===== config.mk =====
export PLATFORM = sky130hd
export DESIGN_NAME = m4i_ctrl
export DESIGN_NICKNAME = d
export VERILOG_FILES = /design/src/sv/m4i_pkg.sv /design/src/sv/m4i_ctrl.sv
export SDC_FILE = /design/constraint.sdc
export NUM_CORES = 1
export LEC_CHECK = 0
export ABC_AREA = 0
export ABC_CLOCK_PERIOD_IN_PS = 2800
export BUFFER_PORTS_ARGS = -buffer_cell sky130_fd_sc_hd__buf_2
export CAP_MARGIN = 10
export CORE_MARGIN = 4
export CORE_UTILIZATION = 45
export CTS_CLUSTER_DIAMETER = 30
export DETAILED_ROUTE_END_ITERATION = 16
export GPL_TIMING_DRIVEN = 0
export PLACE_DENSITY = 0.7
export SYNTH_ARGS = -nofsm -noshare
export SYNTH_HDL_FRONTEND = slang
export SYNTH_SLANG_ARGS = --single-unit

===== constraint.sdc =====
create_clock -name clk_i -period 2.8 [get_ports clk_i]
set_clock_uncertainty 0.1 [all_clocks]
set_input_delay 0.7 -clock clk_i [delete_from_list [all_inputs] [get_ports clk_i]]
set_output_delay 0.7 -clock clk_i [all_outputs]
set_load 0.05 [all_outputs]

===== src/sv/m4i_pkg.sv =====
// Shared types, constants and arithmetic helpers for the 4x4 matrix inverse block.
package m4i_pkg;

  localparam int unsigned WORD_WIDTH_DEF = 32;
  localparam int unsigned FRAC_BITS_DEF  = 16;
  localparam int unsigned ACC_W          = 64;
  localparam int unsigned N_ELEM         = 16;
  localparam int unsigned N_PERM         = 6;

  typedef logic [3:0]       idx_t;
  typedef logic [ACC_W-1:0] acc_t;

  localparam acc_t ACC_MAX = {1'b0, {(ACC_W-1){1'b1}}};
  localparam acc_t ACC_MIN = {1'b1, {(ACC_W-1){1'b0}}};
  localparam idx_t IDX_LAST = idx_t'(N_ELEM - 1);
  localparam logic [2:0] PERM_LAST = 3'(N_PERM - 1);
  localparam logic [2:0] PERM_SPLIT = 3'(N_PERM / 2);

  // Operand source of the shared multiplier
  typedef enum logic [1:0] {
    MS_AB  = 2'd0,
    MS_TC  = 2'd1,
    MS_DET = 2'd2
  } mul_sel_e;

  typedef struct packed {
    logic     mat_we;
    idx_t     mat_raddr;
    idx_t     cof_raddr;
    logic     cof_we;
    idx_t     cof_waddr;
    logic     lat_a;
    logic     lat_b;
    logic     lat_c;
    logic     mul_start;
    mul_sel_e mul_sel;
    logic     acc_clr;
    logic     acc_en;
    logic     acc_sub;
    logic     csat_or;
    logic     det_clr;
    logic     det_en;
    logic     div_start;
    logic     out_load;
    idx_t     out_index;
    logic     out_last;
  } dp_cmd_t;

  typedef struct packed {
    logic mul_done;
    logic div_done;
    logic det_zero;
  } dp_stat_t;

  // Magnitude of a signed word as an unsigned word
  function automatic acc_t mag_of(acc_t v);
    return v[ACC_W-1] ? acc_t'(-v) : v;
  endfunction

  // Saturating add or subtract; returns {overflow, value}
  function automatic logic [ACC_W:0] sat_addsub(acc_t a, acc_t b, logic sub);
    logic [ACC_W:0] s;
    logic           ov;
    acc_t           v;
    s  = sub ? ({a[ACC_W-1], a} - {b[ACC_W-1], b}) : ({a[ACC_W-1], a} + {b[ACC_W-1], b});
    ov = s[ACC_W] ^ s[ACC_W-1];
    v  = ov ? (s[ACC_W] ? ACC_MIN : ACC_MAX) : s[ACC_W-1:0];
    return {ov, v};
  endfunction

  // Column pick of a term of a 3x3 minor
  function automatic logic [1:0] perm_col(logic [2:0] p, logic [1:0] slot);
    logic [5:0] row;
    unique case (p)
      3'd0:    row = {2'd0, 2'd1, 2'd2};
      3'd1:    row = {2'd1, 2'd2, 2'd0};
      3'd2:    row = {2'd2, 2'd0, 2'd1};
      3'd3:    row = {2'd0, 2'd2, 2'd1};
      3'd4:    row = {2'd2, 2'd1, 2'd0};
      3'd5:    row = {2'd1, 2'd0, 2'd2};
      default: row = {2'd0, 2'd1, 2'd2};
    endcase
    unique case (slot)
      2'd0:    return row[5:4];
      2'd1:    return row[3:2];
      default: return row[1:0];
    endcase
  endfunction

  // Element address of one factor of a minor term; r and c are the struck row and column
  function automatic idx_t minor_addr(logic [1:0] r, logic [1:0] c, logic [2:0] p,
                                      logic [1:0] slot);
    logic [1:0] row;
    logic [1:0] cs;
    logic [1:0] col;
    row = (slot < r) ? slot : slot + 2'd1;
    cs  = perm_col(p, slot);
    col = (cs < c) ? cs : cs + 2'd1;
    return {row, col};
  endfunction

endpackage


===== src/sv/m4i_ctrl.sv =====
// Controller: sequences loading, cofactor terms, determinant and the result beats.
module m4i_ctrl (
  input  logic               clk_i,
  input  logic               rst_ni,
  input  logic               in_valid_i,
  output logic               in_ready_o,
  input  m4i_pkg::idx_t      in_index_i,
  input  logic               out_ready_i,
  output logic               out_valid_o,
  output m4i_pkg::dp_cmd_t   cmd_o,
  input  m4i_pkg::dp_stat_t  stat_i
);
  import m4i_pkg::*;

  typedef enum logic [15:0] {
    ST_IDLE     = 16'h0001,
    ST_RD_A     = 16'h0002,
    ST_RD_B     = 16'h0004,
    ST_RD_C     = 16'h0008,
    ST_MUL1     = 16'h0010,
    ST_WAIT1    = 16'h0020,
    ST_WAIT2    = 16'h0040,
    ST_COF_WR   = 16'h0080,
    ST_DET_RD   = 16'h0100,
    ST_DET_MUL  = 16'h0200,
    ST_DET_WAIT = 16'h0400,
    ST_OUT_RD   = 16'h0800,
    ST_OUT_DIV  = 16'h1000,
    ST_DIV_WAIT = 16'h2000,
    ST_OUT_LOAD = 16'h4000,
    ST_SPARE    = 16'h8000
  } state_e;

  state_e     state_q, state_d;
  idx_t       cnt_q, cnt_d;
  logic [2:0] perm_q, perm_d;
  logic       out_valid_q, out_valid_d;

  logic [1:0] r, c;
  logic       in_fire, slot_free;

  assign r         = cnt_q[3:2];
  assign c         = cnt_q[1:0];
  assign in_fire   = in_valid_i && in_ready_o;
  assign slot_free = !out_valid_q || out_ready_i;
  assign in_ready_o  = (state_q == ST_IDLE);
  assign out_valid_o = out_valid_q;

  // Next state and datapath commands
  always_comb begin
    state_d = state_q;
    cnt_d   = cnt_q;
    perm_d  = perm_q;
    cmd_o   = '0;
    cmd_o.mul_sel   = MS_AB;
    cmd_o.mat_raddr = minor_addr(r, c, perm_q, 2'd0);
    cmd_o.cof_raddr = cnt_q;
    cmd_o.cof_waddr = {c, r};
    cmd_o.acc_sub   = (perm_q < PERM_SPLIT) == (r[0] ^ c[0]);
    cmd_o.out_index = cnt_q;
    cmd_o.out_last  = (cnt_q == IDX_LAST);
    unique case (state_q)
      ST_IDLE: begin
        cmd_o.mat_we  = in_fire;
        cmd_o.acc_clr = 1'b1;
        if (in_fire && (in_index_i == IDX_LAST)) begin
          cnt_d   = '0;
          perm_d  = '0;
          state_d = ST_RD_A;
        end
      end
      ST_RD_A: state_d = ST_RD_B;
      ST_RD_B: begin
        cmd_o.mat_raddr = minor_addr(r, c, perm_q, 2'd1);
        cmd_o.lat_a     = 1'b1;
        state_d         = ST_RD_C;
      end
      ST_RD_C: begin
        cmd_o.mat_raddr = minor_addr(r, c, perm_q, 2'd2);
        cmd_o.lat_b     = 1'b1;
        state_d         = ST_MUL1;
      end
      ST_MUL1: begin
        cmd_o.lat_c     = 1'b1;
        cmd_o.mul_start = 1'b1;
        state_d         = ST_WAIT1;
      end
      ST_WAIT1: begin
        cmd_o.mul_sel = MS_TC;
        if (stat_i.mul_done) begin
          cmd_o.csat_or   = 1'b1;
          cmd_o.mul_start = 1'b1;
          state_d         = ST_WAIT2;
        end
      end
      ST_WAIT2: begin
        if (stat_i.mul_done) begin
          cmd_o.acc_en = 1'b1;
          if (perm_q == PERM_LAST) begin
            perm_d  = '0;
            state_d = ST_COF_WR;
          end else begin
            perm_d  = perm_q + 3'd1;
            state_d = ST_RD_A;
          end
        end
      end
      ST_COF_WR: begin
        cmd_o.cof_we  = 1'b1;
        cmd_o.acc_clr = 1'b1;
        if (cnt_q == IDX_LAST) begin
          cnt_d         = '0;
          cmd_o.det_clr = 1'b1;
          state_d       = ST_DET_RD;
        end else begin
          cnt_d   = cnt_q + idx_t'(1);
          state_d = ST_RD_A;
        end
      end
      ST_DET_RD: begin
        cmd_o.mat_raddr = {2'd0, c};
        cmd_o.cof_raddr = {c, 2'd0};
        state_d         = ST_DET_MUL;
      end
      ST_DET_MUL: begin
        cmd_o.mul_sel   = MS_DET;
        cmd_o.mul_start = 1'b1;
        state_d         = ST_DET_WAIT;
      end
      ST_DET_WAIT: begin
        if (stat_i.mul_done) begin
          cmd_o.det_en = 1'b1;
          if (c == 2'd3) begin
            cnt_d   = '0;
            state_d = ST_OUT_RD;
          end else begin
            cnt_d   = cnt_q + idx_t'(1);
            state_d = ST_DET_RD;
          end
        end
      end
      ST_OUT_RD: state_d = ST_OUT_DIV;
      ST_OUT_DIV: begin
        if (stat_i.det_zero) begin
          state_d = ST_OUT_LOAD;
        end else begin
          cmd_o.div_start = 1'b1;
          state_d         = ST_DIV_WAIT;
        end
      end
      ST_DIV_WAIT: begin
        if (stat_i.div_done) begin
          state_d = ST_OUT_LOAD;
        end
      end
      ST_OUT_LOAD: begin
        if (slot_free) begin
          cmd_o.out_load = 1'b1;
          if (cnt_q == IDX_LAST) begin
            state_d = ST_IDLE;
          end else begin
            cnt_d   = cnt_q + idx_t'(1);
            state_d = ST_OUT_RD;
          end
        end
      end
      default: state_d = ST_IDLE;
    endcase
  end

  // Output beat valid: set on load, drop when taken
  always_comb begin
    out_valid_d = out_valid_q;
    if (cmd_o.out_load) begin
      out_valid_d = 1'b1;
    end else if (out_ready_i) begin
      out_valid_d = 1'b0;
    end
  end

  always_ff @(posedge clk_i or negedge rst_ni) begin
    if (!rst_ni) begin
      state_q     <= ST_IDLE;
      cnt_q       <= '0;
      perm_q      <= '0;
      out_valid_q <= 1'b0;
    end else begin
      state_q     <= state_d;
      cnt_q       <= cnt_d;
      perm_q      <= perm_d;
      out_valid_q <= out_valid_d;
    end
  end

  a_load_needs_slot: assert property (@(posedge clk_i) disable iff (!rst_ni)
    cmd_o.out_load |-> (!out_valid_q || out_ready_i))
    else $error("result loaded over an untaken beat");

  a_last_to_idle: assert property (@(posedge clk_i) disable iff (!rst_ni)
    (cmd_o.out_load && cmd_o.out_last) |=> (state_q == ST_IDLE))
    else $error("run did not end after the last result");

  a_no_div_singular: assert property (@(posedge clk_i) disable iff (!rst_ni)
    cmd_o.div_start |-> !stat_i.det_zero)
    else $error("divide started with zero determinant");

endmodule


==> impl_metrics.yaml, run 1 <==
outcome:
  status: "finished, violations left"
  failed_checks: "negative setup slack"
detailed_routing:
  drt_wl_total_mm: 6.641
  first_pass_iters: 4
  drc: 0
  via_count: 2261
  vias_per_cell: 5.827
  drt_iter0_drc: 124
  wl_per_cell_um: 17.12
  ant_nets: 0
global_routing:
  grt.total_usage_pct: 23.02
  overflow: 0
  grt_max_degree: 24
  grt_pass1_vias: 2065
  antenna_found_initial: 0
  grt_first_pass_wirelength_mm: 9.984
synthesis:
  async_flop_share_pct: 100.0
  synth_flop_cell: "dfrtp_1"
  synth_cells: 252
  ys_ff_latch: 23
  ys_types: 57
  synth_edf_count: 0
  ys_warn_count: 0
  synth_fp_nets: 269
  ys_seq_area_share_pct: 28.78
  syn_area_um2: 2004
  syn_area_per_cell_um2: 7.954
worst_setup_path:
  critical_path_class: "flip-flop to output pin"
  rrSetupSlack_ps: 90
  worst-r2r-cell-count: 8
  crit_fanout: 6
  end_kind: "output pin"
  crit_end: "cmd_o[30]"
  cp-startpoint: "state_q[6]"
  cp-start-kind: "flip-flop"
  r2r-end: "state_q[8]"
  regToRegStartpoint: "state_q[2]"
  worstPathArrival_ps: 2300
  required_ps: 2000
timing:
  setup_tns_ps: -2341
  drv_slew: 0
  finalCriticalPeriod_ps: 3105
  relSlewSlack_pct: 62.75
  post-route-period-util_pct: 110.9
  fmax_ghz: 0.3221
  rsz0062_at_grt: "true"
  worst_slew_pin_slew_ps: 558.8
  finalWorstSetupSlack_ps: -304.5
  final-hold-violation-count: 0
  setup_viol: 13
floorplan:
  initial_core_util_pct: 46.35
  core_um2: 4324
  ioPinCount: 46
  design.die.area_um2: 5586
  num_rows: 24
  die_w_um: 74.74
  die-height_um: 74.74
power_and_ir_drop:
  switching_share_pct: 46.22
  pwr-share-comb_pct: 63.8
  leakage_nw: 1.448
  irDropWorstVdd_mv: 0.3842
  internal-power_mw: 0.9497
  netSwitchingPower_mw: 0.8163
  pwr-share-seq_pct: 23.8
  clkPwrFrac_pct: 12.4
  powerDensity_nw_per_um2: 583.5
flow_run:
  drv_cap: 0
placed_design:
  numPortBuffers: 45
  place_inst: 349
  dp_hpwl_mm: 4.177
  gp_congestion: 0.8346
finish:
  syn2layout_area_growth_pct: 51.00
  diodes: 0
  final_cells: 388
  final_nets: 354
  drive_gt1_share_pct: 51.79
clocking:
  cts-htree-levels: 1
  cts_tree: "done"
  cts_root_buf: "clkbuf_8"
  cts_made_buffers: 3
  clock_latency_ps: 270
  cts.clk_slew.worst_paths_ps: 90
  cts_sinks: 23
  clock_path_buffers: 2
worst_hold_path:
  hp-class: "input port to async pin"
## layout by cell type, fill, tap and decap left out, types with 8 or more instances in the layout
master,n
nand2_1,17
dfrtp_1,12
buf_2,26
a21oi_1,9
nor2_2,8
buf_4,45
inv_1,10
dfrtp_2,10
nor2_1,28
buf_6,21
## power by group through the flow
stage               clock (mW)  sequential, mW  combinational [mW]
finish                   0.219           0.421                1.13
global route             0.231           0.425                1.20
global placement             0           0.402               0.886
floorplan                    0           0.395               0.726
CTS                      0.221           0.416                1.01
detailed placement           0           0.403               0.898
## state kept, by name, summed over array words and instances (netlist names)
| signal | count |
|---|---|
| state_q | 15 |
| out_valid_o | 1 |
| cnt_q | 4 |
| perm_q | 3 |
## stage by stage
stage | setup slack, ps | power [mW] | area [um2] | hold slack [ps] | utilization [%]
2_1_floorplan | -159.5 | 1.120 | 2098 | 304.4 | -
3_3_place_gp | -449.1 | 1.287 | 2389 | 466.7 | 55.24
3_5_place_dp | -488.7 | 1.301 | 2389 | 475.3 | 55.24
4_1_cts | -325.8 | 1.649 | 2784 | 332.7 | 64.38
5_1_grt | -374.0 | 1.861 | 3027 | 346.2 | 69.99
6_report | -304.5 | 1.766 | 3027 | 309.5 | 69.99
## layout make-up
cell class,count,area [um2]
multi-input combinational,196,1469
fill,324,1297
timing repair buffer,89,724.4
sequential,23,589.3
buffer,11,78.83
tap,52,65.06
inverter,13,55.05
clock buffer,4,45.04
## routing by layer
| layer | GRT usage (%) | up-vias | wire length, um |
|---|---|---|---|
| li1 | - | 1070 | - |
| met2 | 38.83 | 110 | 3259 |
| met5 | 0 | - | 0 |
| met3 | 5.474 | 18 | 495 |
| met1 | 30.07 | 1063 | 2717 |
| met4 | 4.941 | 0 | 168 |
## cell families after synthesis
kind of cell	share of synthesized area, %
flip-flops	28.78
AO/OA/AOI/OAI	15.29
adder cells (fa/ha/maj)	3.745
AND/OR/NAND/NOR	39.51
XOR/XNOR	4.369
buffers and inverters	7.741
multiplexers	0.5618
## cell usage after synthesis (all sizes together), types with 6 or more instances
| master | n | area [um2] |
|---|---|---|
| nand4 | 7 | 43.79 |
| dfrtp | 22 | 550.5 |
| ha | 6 | 75.07 |
| and2 | 6 | 37.54 |
| inv | 13 | 48.80 |
| nor3 | 8 | 40.04 |
| nand3 | 8 | 40.04 |
| buf | 10 | 68.82 |
| a21oi | 9 | 45.04 |
| xnor2 | 6 | 52.55 |
| nor2 | 38 | 150.2 |
| o21ai | 8 | 40.04 |
| nand2 | 23 | 86.33 |
| nor4 | 8 | 75.07 |
| clkbuf | 10 | 37.54 |
| nor4b | 6 | 67.56 |
| nor2b | 6 | 37.54 |
## how the worst min path moves through the flow
stage | endpoint | slack, ps | cells past startpoint
2_1_floorplan | cnt_q[0] | 300 | 0
3_5_place_dp | out_valid_o | 480 | 2
3_3_place_gp | out_valid_o | 470 | 2
4_1_cts | state_q[2] | 330 | 1
5_1_grt | out_valid_o | 350 | 1
6_report | out_valid_o | 310 | 1
## critical path: stages, from the launching register on
cell and delay, ps:
dfrtp_2 430, buf_4 150, nor4_4 290, buf_4 190, and3_4 190, and2_4 180
o31ai_1 70, a221o_2 380, buf_8 150
## repair_timing
action                                 4_1_cts  5_1_grt
gates resized for setup                     66       43
pin swaps                                   14       12
endpoints found under the hold margin        0        0
setup buffers                               24       20
hold buffers                                 0        0
setup endpoints to repair                   24       27
(Power assumes the default switching activity.)
==> run 2, diff against run 1 <==
--- a/config.mk
+++ b/config.mk
@@ -9,5 +9,4 @@
 export ABC_CLOCK_PERIOD_IN_PS = 2800
 export BUFFER_PORTS_ARGS = -buffer_cell sky130_fd_sc_hd__buf_2
-export CAP_MARGIN = 10
 export CORE_MARGIN = 4
 export CORE_UTILIZATION = 45
==> constraint.sdc (replaced) <==
create_clock -name clk_i -period 2.8 [get_ports clk_i]
set_clock_uncertainty 0.1 [all_clocks]
set_input_delay 0.14 -clock clk_i [delete_from_list [all_inputs] [get_ports clk_i]]
set_output_delay 0.14 -clock clk_i [all_outputs]
set_load 0.05 [all_outputs]
==> run 2 against run 1 <==
Compared with the run above: the run now ends clean; sequential share of layout area grew 4.2 points; worst setup slack gained 410 ps; via count shrank 11%; cell count shrank 8.8%; die area is the same; combinational power shrank 21%; global-route usage shrank 3.8 points; non-clock buffer count shrank 34; utilization shrank 14 points; critical endpoint unchanged; largest cell class unchanged.
==> impl_metrics.yaml, run 2 (synthesis results as in run 1) <==
outcome:
  status: "finished clean"
worst_setup_path:
  critPathSlowestCell: "or4_4"
  cp-start-kind: "flip-flop"
  crit_fanout: 8
  r2r-end: "cnt_q[2]"
  cp-startpoint: "state_q[6]"
  regToRegStartpoint: "state_q[10]"
  crit_end: "cmd_o[30]"
  critical_path_class: "flip-flop to output pin"
  end_kind: "output pin"
  required_ps: 2560
  worstPathArrival_ps: 2450
  rrSetupSlack_ps: 180
  worst-r2r-cell-count: 9
  crit_chain: "or4_4 > nor2_2 > and4_2 > clkbuf_2 > o31ai_1 > a221o_1 > buf_2"
  cpPeakStageDelay_ps: 580
timing:
  final-hold-violation-count: 0
  relSlewSlack_pct: 56.87
  worst_slew_pin_slew_ps: 638.0
  fmax_ghz: 0.3715
  drv_slew: 0
  post-route-period-util_pct: 96.14
  finalCriticalPeriod_ps: 2692
  finalWorstSetupSlack_ps: 108.1
  setup_viol: 0
detailed_routing:
  drc: 0
  drt_wl_total_mm: 5.256
  via_count: 2022
  ant_nets: 0
  first_pass_iters: 4
  drt_iter0_drc: 130
  wl_per_cell_um: 14.85
  vias_per_cell: 5.712
clocking:
  cts_sinks: 23
  cts_made_buffers: 3
  clock_latency_ps: 270
  cts_root_buf: "clkbuf_8"
  clock_path_buffers: 2
  cts-htree-levels: 1
  cts.clk_slew.worst_paths_ps: 80
  cts_tree: "done"
placed_design:
  dp_hpwl_mm: 3.980
  place_area_um2: 2311
  pre_cts_ws_ps: -3.377
  numPortBuffers: 45
  gp_congestion: 0.9222
worst_hold_path:
  hp-class: "input port to flip-flop"
finish:
  final_nets: 320
  fin_area_um2: 2439
  mostFrequentLayoutCell: "buf_2"
  diodes: 0
  drive_gt1_share_pct: 30.79
  syn2layout_area_growth_pct: 21.66
  largestRegisters: "state_q (15), cnt_q (4), perm_q (3)"
  largest_register_ff_count: 15
  largest-register: "state_q"
  most-common-layout-cells: "buf_2, nor2_1, nand2_1, dfrtp_1, inv_1"
floorplan:
  design.die.area_um2: 5586
  die-height_um: 74.74
  initial_core_util_pct: 46.35
  num_rows: 24
  core_um2: 4324
  die_w_um: 74.74
  ioPinCount: 46
flow_run:
  drv_cap: 0
power_and_ir_drop:
  leakage_nw: 1.222
  irDropWorstVdd_mv: 0.5010
  powerDensity_nw_per_um2: 617.6
global_routing:
  grt_pass1_vias: 1754
  antenna_found_initial: 0
  grt_max_degree: 24
  overflow: 0
  grt_first_pass_wirelength_mm: 8.383
  grt.total_usage_pct: 19.25
## run 2: cell types whose count changed in the layout (fill, tap and decap cells not counted), sizes merged
cell	previous run	this run
clkbuf	6	12
inv	12	13
buf	98	57
dlygate4sd3	0	1
clkinvlp	1	0
## run 2: worst max-delay path: cells and delay by family, from the launching register on
kind	cells	cell delay, ps
AND/OR/NAND/NOR	3	950
buffers and inverters	2	370
flip-flops	1	480
AO/OA/AOI/OAI	2	380
## run 2: timing repair
item	in CTS	in global routing
buffers inserted	1	2
setup endpoints to repair	11	10
hold endpoints to repair	22	0
hold buffers	1	0
pin swaps	1	1
gates cloned	0	0
resized for setup	4	10
## run 2: area by class of cell
type                    instances  area, um2
fillers                       446       1886
plain buffers                  17      97.59
multi-input cells             196       1345
repair buffers                 49      260.3
inverters                      13      48.80
flip-flops and latches         23      576.8
clock buffers                   4      45.04
well taps                      52      65.06
## run 2: where the power goes
group	switching [mW]	internal [mW]	total (mW)
logic	0.569	0.321	0.889
registers	0.0421	0.363	0.405
clock network	0.110	0.102	0.212
total	0.721	0.785	1.51
## run 2: metal layers
| layer | share of wire (%) | vias up | GRT usage, % |
|---|---|---|---|
| li1 | - | 1006 | - |
| met1 | 48 | 930 | 28.55 |
| met2 | 45 | 80 | 30.63 |
| met3 | 7.0 | 6 | 3.204 |
| met4 | 0.67 | 0 | 1.779 |
| met5 | 0 | - | 0 |
## run 2: how the worst min path moves through the flow
stage / startpoint / to / slack (ps) / cells past startpoint
after floorplan: rst_ni / cnt_q[0] / -260 / 0
after global placement: rst_ni / state_q[14] / 50 / 1
after detailed placement: rst_ni / out_valid_o / 50 / 1
after CTS: out_ready_i / out_valid_o / 110 / 3
after global routing: out_ready_i / out_valid_o / 140 / 3
final: out_ready_i / out_valid_o / 130 / 3
## run 2: metrics by stage
| step | power [mW] | TNS (ps) | instances | utilization [%] | hold WS [ps] |
|---|---|---|---|---|---|
| global route | 1.607 | -33.41 | 354 | 56.39 | 136.5 |
| floorplan | 1.091 | 0 | 252 | - | -255.6 |
| CTS | 1.488 | 0 | 354 | 55.35 | 110.8 |
| global placement | 1.255 | -14.31 | 349 | 53.44 | 52.26 |
| detailed placement | 1.262 | -3.377 | 349 | 53.44 | 52.15 |
| finish | 1.506 | 0 | 354 | 56.39 | 127.1 |
